[src/design/nscs_pkg.sv]
package nscs_pkg;

   // parser phase
   typedef enum logic [1:0] {
      PH_HUNT,
      PH_SENT,
      PH_CHK_HI,
      PH_CHK_LO
   } nscs_phase_type;

   // result kinds
   localparam logic KIND_FIELD   = 1'b0;
   localparam logic KIND_VERDICT = 1'b1;

   // verdict status codes
   localparam logic [1:0] STATUS_OK       = 2'd0;
   localparam logic [1:0] STATUS_NONPRINT = 2'd1;
   localparam logic [1:0] STATUS_MISMATCH = 2'd2;
   localparam logic [1:0] STATUS_OVERFLOW = 2'd3;

   // characters of interest
   localparam logic [7:0] CHAR_DOLLAR = 8'h24;
   localparam logic [7:0] CHAR_STAR   = 8'h2A;
   localparam logic [7:0] CHAR_COMMA  = 8'h2C;
   localparam logic [7:0] CHAR_CR     = 8'h0D;
   localparam logic [7:0] CHAR_LF     = 8'h0A;
   localparam logic [7:0] CHAR_NUL    = 8'h00;
   localparam logic [7:0] CHAR_P      = 8'h50;
   localparam logic [7:0] CHAR_ZERO   = 8'h30;
   localparam logic [7:0] CHAR_A      = 8'h41;
   localparam logic [7:0] PRINT_LOW   = 8'd32;
   localparam logic [7:0] PRINT_HIGH  = 8'd126;
   localparam logic [7:0] NIBBLE_LOW  = 8'h0F;
   localparam logic [7:0] NIBBLE_HIGH = 8'hF0;

   // queue between parser and output side
   localparam int FIFO_DEPTH = 4;
   localparam int FIFO_PTR_W = $clog2(FIFO_DEPTH);
   localparam int FIFO_CNT_W = $clog2(FIFO_DEPTH + 1);

   typedef struct packed {
      logic [7:0] data_byte;
      logic       first_of_buffer;
   } nscs_req_type;

   typedef struct packed {
      logic       kind;
      logic [4:0] field_index;
      logic [6:0] field_start;
      logic [6:0] field_length;
      logic [1:0] status;
      logic [5:0] fields_found;
      logic [7:0] talker_first;
      logic [7:0] talker_second;
      logic       proprietary;
      logic       had_checksum;
      logic [7:0] computed_checksum;
      logic       last;
   } nscs_rsp_type;

   // everything one byte produces
   typedef struct packed {
      logic         has_desc;
      logic         has_verdict;
      nscs_rsp_type desc;
      nscs_rsp_type verdict;
   } nscs_step_type;

   // uppercase hex character of a nibble
   function automatic logic [7:0] nscs_hex_digit(input logic [3:0] v);
      logic [7:0] wide;
      wide = {4'd0, v};
      if (v < 4'd10) begin
         return CHAR_ZERO + wide;
      end
      return CHAR_A + (wide - 8'd10);
   endfunction

endpackage

[src/design/nmea_sentence_checker_splitter_top.sv]
// channel   direction  handshake                  payload
// req       in         push / full                data_byte, first_of_buffer
// rsp       out        empty / pop                field descriptor or sentence verdict
//
// one byte is accepted per cycle while the step queue has room
// a byte that closes a field and ends the sentence yields two results, two pops
// the step queue holds 4 bytes' worth of results; full rises when it is filled
// results are registered in the step queue and show once the steps ahead of them are popped
// synchronous reset empties the queue and returns the parser to hunting for '$'
module nmea_sentence_checker_splitter_top
   import nscs_pkg::*;
#(
   parameter int MAX_LEN    = 128,
   parameter int MAX_FIELDS = 32
) (
   input  logic         clock,
   input  logic         reset,
   input  logic         req_push,
   output logic         req_full,
   input  nscs_req_type req_data,
   output logic         rsp_empty,
   input  logic         rsp_pop,
   output nscs_rsp_type rsp_data
);

   logic          accept;
   logic          step_push, step_valid, step_pop;
   nscs_step_type step_in, step_head;

   assign accept = req_push && !req_full;

   // parser
   nscs_front #(
      .MAX_LEN    (MAX_LEN),
      .MAX_FIELDS (MAX_FIELDS)
   ) u_front (
      .clock     (clock),
      .reset     (reset),
      .accept    (accept),
      .req_data  (req_data),
      .step_push (step_push),
      .step_data (step_in)
   );

   // step queue
   nscs_fifo u_fifo (
      .clock     (clock),
      .reset     (reset),
      .push      (step_push),
      .push_data (step_in),
      .full      (req_full),
      .pop       (step_pop),
      .not_empty (step_valid),
      .head      (step_head)
   );

   // result sequencer
   nscs_back u_back (
      .clock      (clock),
      .reset      (reset),
      .step_valid (step_valid),
      .step_data  (step_head),
      .step_pop   (step_pop),
      .rsp_empty  (rsp_empty),
      .rsp_pop    (rsp_pop),
      .rsp_data   (rsp_data)
   );

endmodule

[src/design/nscs_front.sv]
module nscs_front
   import nscs_pkg::*;
#(
   parameter int MAX_LEN,
   parameter int MAX_FIELDS
) (
   input  logic          clock,
   input  logic          reset,
   input  logic          accept,
   input  nscs_req_type  req_data,
   output logic          step_push,
   output nscs_step_type step_data
);

   localparam int OW_RAW = $clog2(MAX_LEN + 2);
   localparam int OW     = (OW_RAW > 7) ? OW_RAW : 7;
   localparam int FW_RAW = $clog2(MAX_FIELDS + 1);
   localparam int FW     = (FW_RAW > 6) ? FW_RAW : 6;

   nscs_phase_type phase_ff, phase_in;
   logic [7:0]     xor_ff, xor_in;
   logic [OW-1:0]  offset_ff, offset_in;
   logic [OW-1:0]  cfs_ff, cfs_in;
   logic [FW-1:0]  fields_ff, fields_in;
   logic           bad_ff, bad_in;
   logic [15:0]    talker_ff, talker_in;
   logic [1:0]     alen_ff, alen_in;
   logic           ovf_ff, ovf_in;
   logic           mism_ff, mism_in;

   // state as seen by this byte, after a buffer restart
   nscs_phase_type phase_cur;
   logic [7:0]     xor_cur;
   logic [OW-1:0]  off, cfs_cur;
   logic [FW-1:0]  fields_cur;
   logic           bad_cur, ovf_cur, mism_cur;
   logic [15:0]    talker_cur;
   logic [1:0]     alen_cur;

   logic [7:0]     b;
   logic           is_dollar, is_star, is_term, is_comma, is_bad, at_limit;
   logic           close_req, verd_req, had, desc_ok;
   logic [OW-1:0]  close_end, len;
   logic [7:0]     t1, t2;
   logic           prop;
   logic [1:0]     status;

   assign b = req_data.data_byte;

   // restart on a new buffer
   always_comb begin
      if (req_data.first_of_buffer) begin
         phase_cur  = PH_HUNT;
         off        = '0;
         xor_cur    = '0;
         cfs_cur    = '0;
         fields_cur = '0;
         bad_cur    = 1'b0;
         talker_cur = '0;
         alen_cur   = '0;
         ovf_cur    = 1'b0;
         mism_cur   = 1'b0;
      end else begin
         phase_cur  = phase_ff;
         off        = offset_ff;
         xor_cur    = xor_ff;
         cfs_cur    = cfs_ff;
         fields_cur = fields_ff;
         bad_cur    = bad_ff;
         talker_cur = talker_ff;
         alen_cur   = alen_ff;
         ovf_cur    = ovf_ff;
         mism_cur   = mism_ff;
      end
   end

   // byte classification
   assign is_dollar = (b == CHAR_DOLLAR);
   assign is_star   = (b == CHAR_STAR);
   assign is_term   = (b == CHAR_CR) || (b == CHAR_LF) || (b == CHAR_NUL);
   assign is_comma  = (b == CHAR_COMMA);
   assign is_bad    = (b < PRINT_LOW) || (b > PRINT_HIGH);
   assign at_limit  = (off >= OW'(MAX_LEN - 1));

   // next state and results
   always_comb begin
      phase_in  = phase_cur;
      xor_in    = xor_cur;
      cfs_in    = cfs_cur;
      fields_in = fields_cur;
      bad_in    = bad_cur;
      talker_in = talker_cur;
      alen_in   = alen_cur;
      ovf_in    = ovf_cur;
      mism_in   = mism_cur;
      close_req = 1'b0;
      close_end = off;
      verd_req  = 1'b0;
      had       = 1'b0;

      case (phase_cur)
         PH_CHK_HI: begin
            if (b != nscs_hex_digit(4'((xor_cur & NIBBLE_HIGH) >> 4))) begin
               mism_in = 1'b1;
            end
            phase_in = PH_CHK_LO;
         end
         PH_CHK_LO: begin
            if (b != nscs_hex_digit(4'(xor_cur & NIBBLE_LOW))) begin
               mism_in = 1'b1;
            end
            verd_req = 1'b1;
            had      = 1'b1;
         end
         default: begin
            if (is_dollar) begin
               xor_in    = '0;
               cfs_in    = off + OW'(1);
               fields_in = '0;
               bad_in    = 1'b0;
               talker_in = '0;
               alen_in   = '0;
               ovf_in    = 1'b0;
               mism_in   = 1'b0;
               phase_in  = PH_SENT;
            end else if (phase_cur == PH_SENT) begin
               if (is_star) begin
                  close_req = 1'b1;
                  phase_in  = PH_CHK_HI;
               end else if (is_term) begin
                  close_req = 1'b1;
                  verd_req  = 1'b1;
               end else begin
                  xor_in = xor_cur ^ b;
                  if (is_bad) begin
                     bad_in = 1'b1;
                  end
                  if (is_comma) begin
                     close_req = 1'b1;
                     cfs_in    = off + OW'(1);
                  end else if (fields_cur == '0 && alen_cur < 2'd2) begin
                     if (alen_cur == 2'd0) begin
                        talker_in[7:0] = b;
                     end else begin
                        talker_in[15:8] = b;
                     end
                     alen_in = alen_cur + 2'd1;
                  end
                  if (at_limit) begin
                     if (!is_comma) begin
                        close_req = 1'b1;
                        close_end = off + OW'(1);
                     end
                     verd_req = 1'b1;
                  end
               end
            end
         end
      endcase

      // field close, dropped once the field limit is reached
      desc_ok = 1'b0;
      if (close_req) begin
         if (fields_cur >= FW'(MAX_FIELDS)) begin
            ovf_in = 1'b1;
         end else begin
            desc_ok   = 1'b1;
            fields_in = fields_cur + FW'(1);
         end
      end

      if (verd_req) begin
         phase_in = PH_HUNT;
      end
   end

   assign len = (close_end >= cfs_cur) ? (close_end - cfs_cur) : '0;

   // talker and status for the verdict
   always_comb begin
      t1 = (alen_in >= 2'd1) ? talker_in[7:0] : 8'd0;
      t2 = (alen_in >= 2'd2) ? talker_in[15:8] : 8'd0;
      prop = (t1 == CHAR_P);
      if (prop) begin
         t2 = 8'd0;
      end
      if (bad_in) begin
         status = STATUS_NONPRINT;
      end else if (had && mism_in) begin
         status = STATUS_MISMATCH;
      end else if (ovf_in) begin
         status = STATUS_OVERFLOW;
      end else begin
         status = STATUS_OK;
      end
   end

   // descriptor and verdict payload
   always_comb begin
      step_data                           = '0;
      step_data.has_desc                  = desc_ok;
      step_data.desc.kind                 = KIND_FIELD;
      step_data.desc.field_index          = fields_cur[4:0];
      step_data.desc.field_start          = cfs_cur[6:0];
      step_data.desc.field_length         = len[6:0];
      step_data.desc.last                 = !verd_req;
      step_data.has_verdict               = verd_req;
      step_data.verdict.kind              = KIND_VERDICT;
      step_data.verdict.status            = status;
      step_data.verdict.fields_found      = fields_in[5:0];
      step_data.verdict.talker_first      = t1;
      step_data.verdict.talker_second     = t2;
      step_data.verdict.proprietary       = prop;
      step_data.verdict.had_checksum      = had;
      step_data.verdict.computed_checksum = xor_in;
      step_data.verdict.last              = 1'b1;
   end

   // only steps with results enter the queue
   assign step_push = accept && (desc_ok || verd_req);

   // saturating byte offset
   assign offset_in = (off < OW'(MAX_LEN)) ? off + OW'(1) : off;

   // parser state registers
   always_ff @(posedge clock) begin
      if (reset) begin
         phase_ff  <= PH_HUNT;
         xor_ff    <= '0;
         offset_ff <= '0;
         cfs_ff    <= '0;
         fields_ff <= '0;
         bad_ff    <= 1'b0;
         talker_ff <= '0;
         alen_ff   <= '0;
         ovf_ff    <= 1'b0;
         mism_ff   <= 1'b0;
      end else if (accept) begin
         phase_ff  <= phase_in;
         xor_ff    <= xor_in;
         offset_ff <= offset_in;
         cfs_ff    <= cfs_in;
         fields_ff <= fields_in;
         bad_ff    <= bad_in;
         talker_ff <= talker_in;
         alen_ff   <= alen_in;
         ovf_ff    <= ovf_in;
         mism_ff   <= mism_in;
      end
   end

endmodule

[src/design/nscs_fifo.sv]
module nscs_fifo
   import nscs_pkg::*;
(
   input  logic          clock,
   input  logic          reset,
   input  logic          push,
   input  nscs_step_type push_data,
   output logic          full,
   input  logic          pop,
   output logic          not_empty,
   output nscs_step_type head
);

   nscs_step_type           entry_ff [FIFO_DEPTH];
   logic [FIFO_PTR_W-1:0]   wr_ptr_ff, wr_ptr_in;
   logic [FIFO_PTR_W-1:0]   rd_ptr_ff, rd_ptr_in;
   logic [FIFO_CNT_W-1:0]   count_ff, count_in;
   logic                    do_push, do_pop;

   assign full      = (count_ff == FIFO_CNT_W'(FIFO_DEPTH));
   assign not_empty = (count_ff != '0);
   assign head      = entry_ff[rd_ptr_ff];
   assign do_push   = push && !full;
   assign do_pop    = pop && not_empty;

   // pointer and count update
   always_comb begin
      wr_ptr_in = wr_ptr_ff;
      rd_ptr_in = rd_ptr_ff;
      count_in  = count_ff;
      if (do_push) begin
         wr_ptr_in = (wr_ptr_ff == FIFO_PTR_W'(FIFO_DEPTH - 1)) ? '0
                                                               : wr_ptr_ff + 1'b1;
      end
      if (do_pop) begin
         rd_ptr_in = (rd_ptr_ff == FIFO_PTR_W'(FIFO_DEPTH - 1)) ? '0
                                                               : rd_ptr_ff + 1'b1;
      end
      if (do_push && !do_pop) begin
         count_in = count_ff + 1'b1;
      end else if (do_pop && !do_push) begin
         count_in = count_ff - 1'b1;
      end
   end

   // control registers
   always_ff @(posedge clock) begin
      if (reset) begin
         wr_ptr_ff <= '0;
         rd_ptr_ff <= '0;
         count_ff  <= '0;
      end else begin
         wr_ptr_ff <= wr_ptr_in;
         rd_ptr_ff <= rd_ptr_in;
         count_ff  <= count_in;
      end
   end

   // entry storage
   always_ff @(posedge clock) begin
      if (do_push) begin
         entry_ff[wr_ptr_ff] <= push_data;
      end
   end

endmodule

[src/design/nscs_back.sv]
module nscs_back
   import nscs_pkg::*;
(
   input  logic          clock,
   input  logic          reset,
   input  logic          step_valid,
   input  nscs_step_type step_data,
   output logic          step_pop,
   output logic          rsp_empty,
   input  logic          rsp_pop,
   output nscs_rsp_type  rsp_data
);

   logic desc_done_ff, desc_done_in;
   logic show_desc, taken;

   // descriptor goes out first, verdict after it
   assign show_desc = step_data.has_desc && !desc_done_ff;
   assign rsp_data  = show_desc ? step_data.desc : step_data.verdict;
   assign rsp_empty = !step_valid;
   assign taken     = rsp_pop && step_valid;
   assign step_pop  = taken && !(show_desc && step_data.has_verdict);

   // remember a delivered descriptor while its verdict waits
   always_comb begin
      desc_done_in = desc_done_ff;
      if (taken) begin
         desc_done_in = show_desc && step_data.has_verdict;
      end
   end

   always_ff @(posedge clock) begin
      if (reset) begin
         desc_done_ff <= 1'b0;
      end else begin
         desc_done_ff <= desc_done_in;
      end
   end

endmodule

[config.mk]
export PLATFORM = sky130hd
export DESIGN_NAME = nmea_sentence_checker_splitter_top
export DESIGN_NICKNAME = d
export VERILOG_FILES = /design/src/design/nscs_pkg.sv /design/src/design/nmea_sentence_checker_splitter_top.sv /design/src/design/nscs_front.sv /design/src/design/nscs_fifo.sv /design/src/design/nscs_back.sv
export SDC_FILE = /design/constraint.sdc
export NUM_CORES = 1
export LEC_CHECK = 0
export ABC_AREA = 1
export BUFFER_PORTS_ARGS = -buffer_cell sky130_fd_sc_hd__buf_2
export CORE_MARGIN = 5
export CORE_UTILIZATION = 45
export DETAILED_ROUTE_END_ITERATION = 7
export PLACE_DENSITY = 0.63
export SETUP_SLACK_MARGIN = 0.15
export SKIP_CTS_REPAIR_TIMING = 1
export SLEW_MARGIN = 10
export SYNTH_ARGS = -nofsm -noshare
export SYNTH_HDL_FRONTEND = slang
export SYNTH_HIERARCHICAL = 1
export SYNTH_SLANG_ARGS = --single-unit
export TNS_END_PERCENT = 5
[constraint.sdc]
create_clock -name clock -period 9.1 [get_ports clock]
set_clock_uncertainty 0.15 [all_clocks]
set_input_delay 1.82 -clock clock [delete_from_list [all_inputs] [get_ports clock]]
set_output_delay 1.82 -clock clock [all_outputs]
set_load 0.01 [all_outputs]
==> flow_summary.ini <==
[status]
status = complete, no violations

[sta]
finalCritPeriodShare = 0.699
holdWs_ns = 0.325
setup_tns_ns = 0
post-route-min-period_ns = 6.36
rsz0062_at_grt = no
slew_violations = 0
relSlewSlack = 0.334
final-hold-violation-count = 0
fmax_ghz = 0.157
setup_viol = 0
tightest_slew_ns = 0.996

[setup_path]
startpoint_type = register
timing.rr.start = u_front/phase_ff[1]
worstPathMaxFanout = 144
cpLargestDelayFamily = buffers and inverters
slowest_delay_ns = 0.74
worstPathCellList = inv_8, o21ai_0, o22ai_4, buf_4, nand2_2, buf_4, nand2_1, nand2_1, buf_2
crit_buf_inv = 4
r2r_setup_slack_ns = 4.21
cp.required_ns = 7.13
worstPathArrival_ns = 4.39
cp_slowest_cell = o22ai_4
cp-end-kind = output pin
critPathKind = register to output pin

[run]
drv_cap = 0

[global_route]
antenna_found_initial = 0
grt_max_degree = 183
grt_usage = 0.195
overflow = 0
grt_pass1_wl_um = 87700
grt_pass1_vias = 15472

[synth]
synth_area_um2 = 23400
async_flop_share = 0
yosysWarnings = 6
ys_types = 52
ys_seq_area_frac = 0.629
yosys_register_bits = 511
netlist_instances = 2228
synth.area.top_cells = edfxtp_1 58%, dfxtp_1 5.4%, o21ai_0 5.4%, nor2_1 4.9%, nand2_1 4.7%
syn_area_per_cell_um2 = 10.5
yosys.area.top_type_share = 0.575
synth_edf_count = 448
synth_top_area_cell = edfxtp_1
synthFlopType = edfxtp_1

[floorplan]
die_y_um = 238
start_util = 0.455
die_w_um = 238
io_pins = 70
rows = 83
core-area_um2 = 51400
die_area_um2 = 56600

[placement]
placedInstanceArea_um2 = 23800
hpwl_um = 33300
place_congestion = 0.907
port_buffers = 69

[hold_path]
hp-start = u_front/offset_ff[4]
hold_path_class = register to register

[power_and_ir_drop]
finalPower_uw = 4870
leakage_uw = 0.00951
peakVddDrop_mv = 0.162
power_per_cell_area_nw_per_um2 = 191

[routing]
wl_per_cell_um = 19.3
remaining_drc_errors = 0
drtIter0Drc = 1478
ant_nets = 0
firstDrtPassIters = 6
vias = 16128
vias_per_cell = 5.45
wirelength_um = 57000

[clock_network]
cts_tree = built
clk_latency_ns = 0.59
h-tree-depth = 2
cts.path.max_buffers = 3
cts_buffers = 51
root_buffer = clkbuf_16
clkTransAtPathRegs_ns = 0.05
clkSinkCount = 511

[cells_and_area]
design_area_um2 = 25500
fill_cells = 4638
drive_above_1_share = 0.0987
n_antenna_cell = 0
syn_to_final_growth_pct = 9.16
nets = 2280
-- synth_stat cells (11+ instances only) --
| library cell | count |
|---|---|
| ha_1 | 27 |
| clkbuf_1 | 60 |
| nand4_1 | 18 |
| a21oi_1 | 65 |
| nor2_1 | 306 |
| nand2_1 | 293 |
| o21ai_0 | 252 |
| nand3_1 | 108 |
| buf_2 | 18 |
| o211ai_1 | 18 |
| o22ai_1 | 121 |
| inv_2 | 18 |
| o21ai_1 | 57 |
| edfxtp_1 | 448 |
| buf_4 | 74 |
| dfxtp_1 | 63 |
| xor2_1 | 11 |
| buf_6 | 22 |
| inv_1 | 162 |
-- layer usage --
| layer | vias to the layer above | part of all wire | GRT usage |
|---|---|---|---|
| li1 | 7722 | - | - |
| met1 | 7876 | 0.45 | 0.278 |
| met2 | 447 | 0.47 | 0.318 |
| met3 | 83 | 0.058 | 0.0302 |
| met4 | 0 | 0.020 | 0.0460 |
| met5 | - | 0 | 0 |
-- area by class of cell --
cell class / instances / area [um2] / area share
Clock inverter: 27 / 333 / 0.0130
Tap cell: 680 / 851 / 0.0333
Timing Repair Buffer: 84 / 508 / 0.0199
Clock buffer: 68 / 1380 / 0.0542
Sequential cell: 511 / 14700 / 0.577
Multi-Input combinational cell: 1407 / 7020 / 0.275
Inverter: 183 / 703 / 0.0276
-- through the flow --
stage	utilization	cells	setup slack (ns)
finish	0.497	2960	2.74
global route	0.497	2960	2.40
CTS	0.497	2960	2.69
detailed placement	0.463	2865	2.82
global placement	0.463	2865	2.88
floorplan	-	2282	-0.0518
-- cells by family after synthesis --
logic type      count (synthesis)  share of synthesized area
simple gates                  771                      0.141
compound gates                536                      0.127
flops                         511                      0.629
buf+inv                       364                     0.0808
fa+ha+maj                      29                     0.0162
xor+xnor                       15                    0.00562
other cells                     2                   0.000321
-- registers in the layout (all words and copies together) (netlist names), named ones only --
name,count
u_fifo/entry_ff,448
u_front/ovf_ff,1
u_front/mism_ff,1
u_fifo/rd_ptr_ff,2
u_front/bad_ff,1
u_front/cfs_ff,8
u_fifo/count_ff,3
u_fifo/wr_ptr_ff,2
u_back/desc_done_ff,1
u_front/offset_ff,8
u_front/xor_ff,8
u_front/fields_ff,6
u_front/alen_ff,2
u_front/phase_ff,2
u_front/talker_ff,16
-- placed cells by master, fill, tap and decap left out, types with 57 or more instances in the layout --
cell type  count
nor2_1       302
inv_1        162
nand2_1      293
o21ai_1       57
buf_2         69
dfxtp_1       61
a21oi_1       65
nand3_1      108
o21ai_0      252
edfxtp_1     448
o22ai_1      120
-- final timing paths --
check,endpoint,depth (start not counted)
worst min-delay path,u_front/offset_ff[4],2
worst min register to register,u_front/offset_ff[4],2
worst max-delay path,rsp_data[7],9
worst max register to register,u_fifo/entry_ff[1][75],9
-- worst min-delay path, delay by kind of cell (launching register included) --
kind	cells	cell delay [ns]
flip-flops	1	0.29
AO/OA/AOI/OAI	1	0.07
buffers and inverters	1	0.06
-- where the power goes --
part | switching [uW] | internal [uW]
registers | 7.57 | 2560
logic | 119 | 42.3
clock network | 850 | 1290
Power figures use the tool's default switching activity.
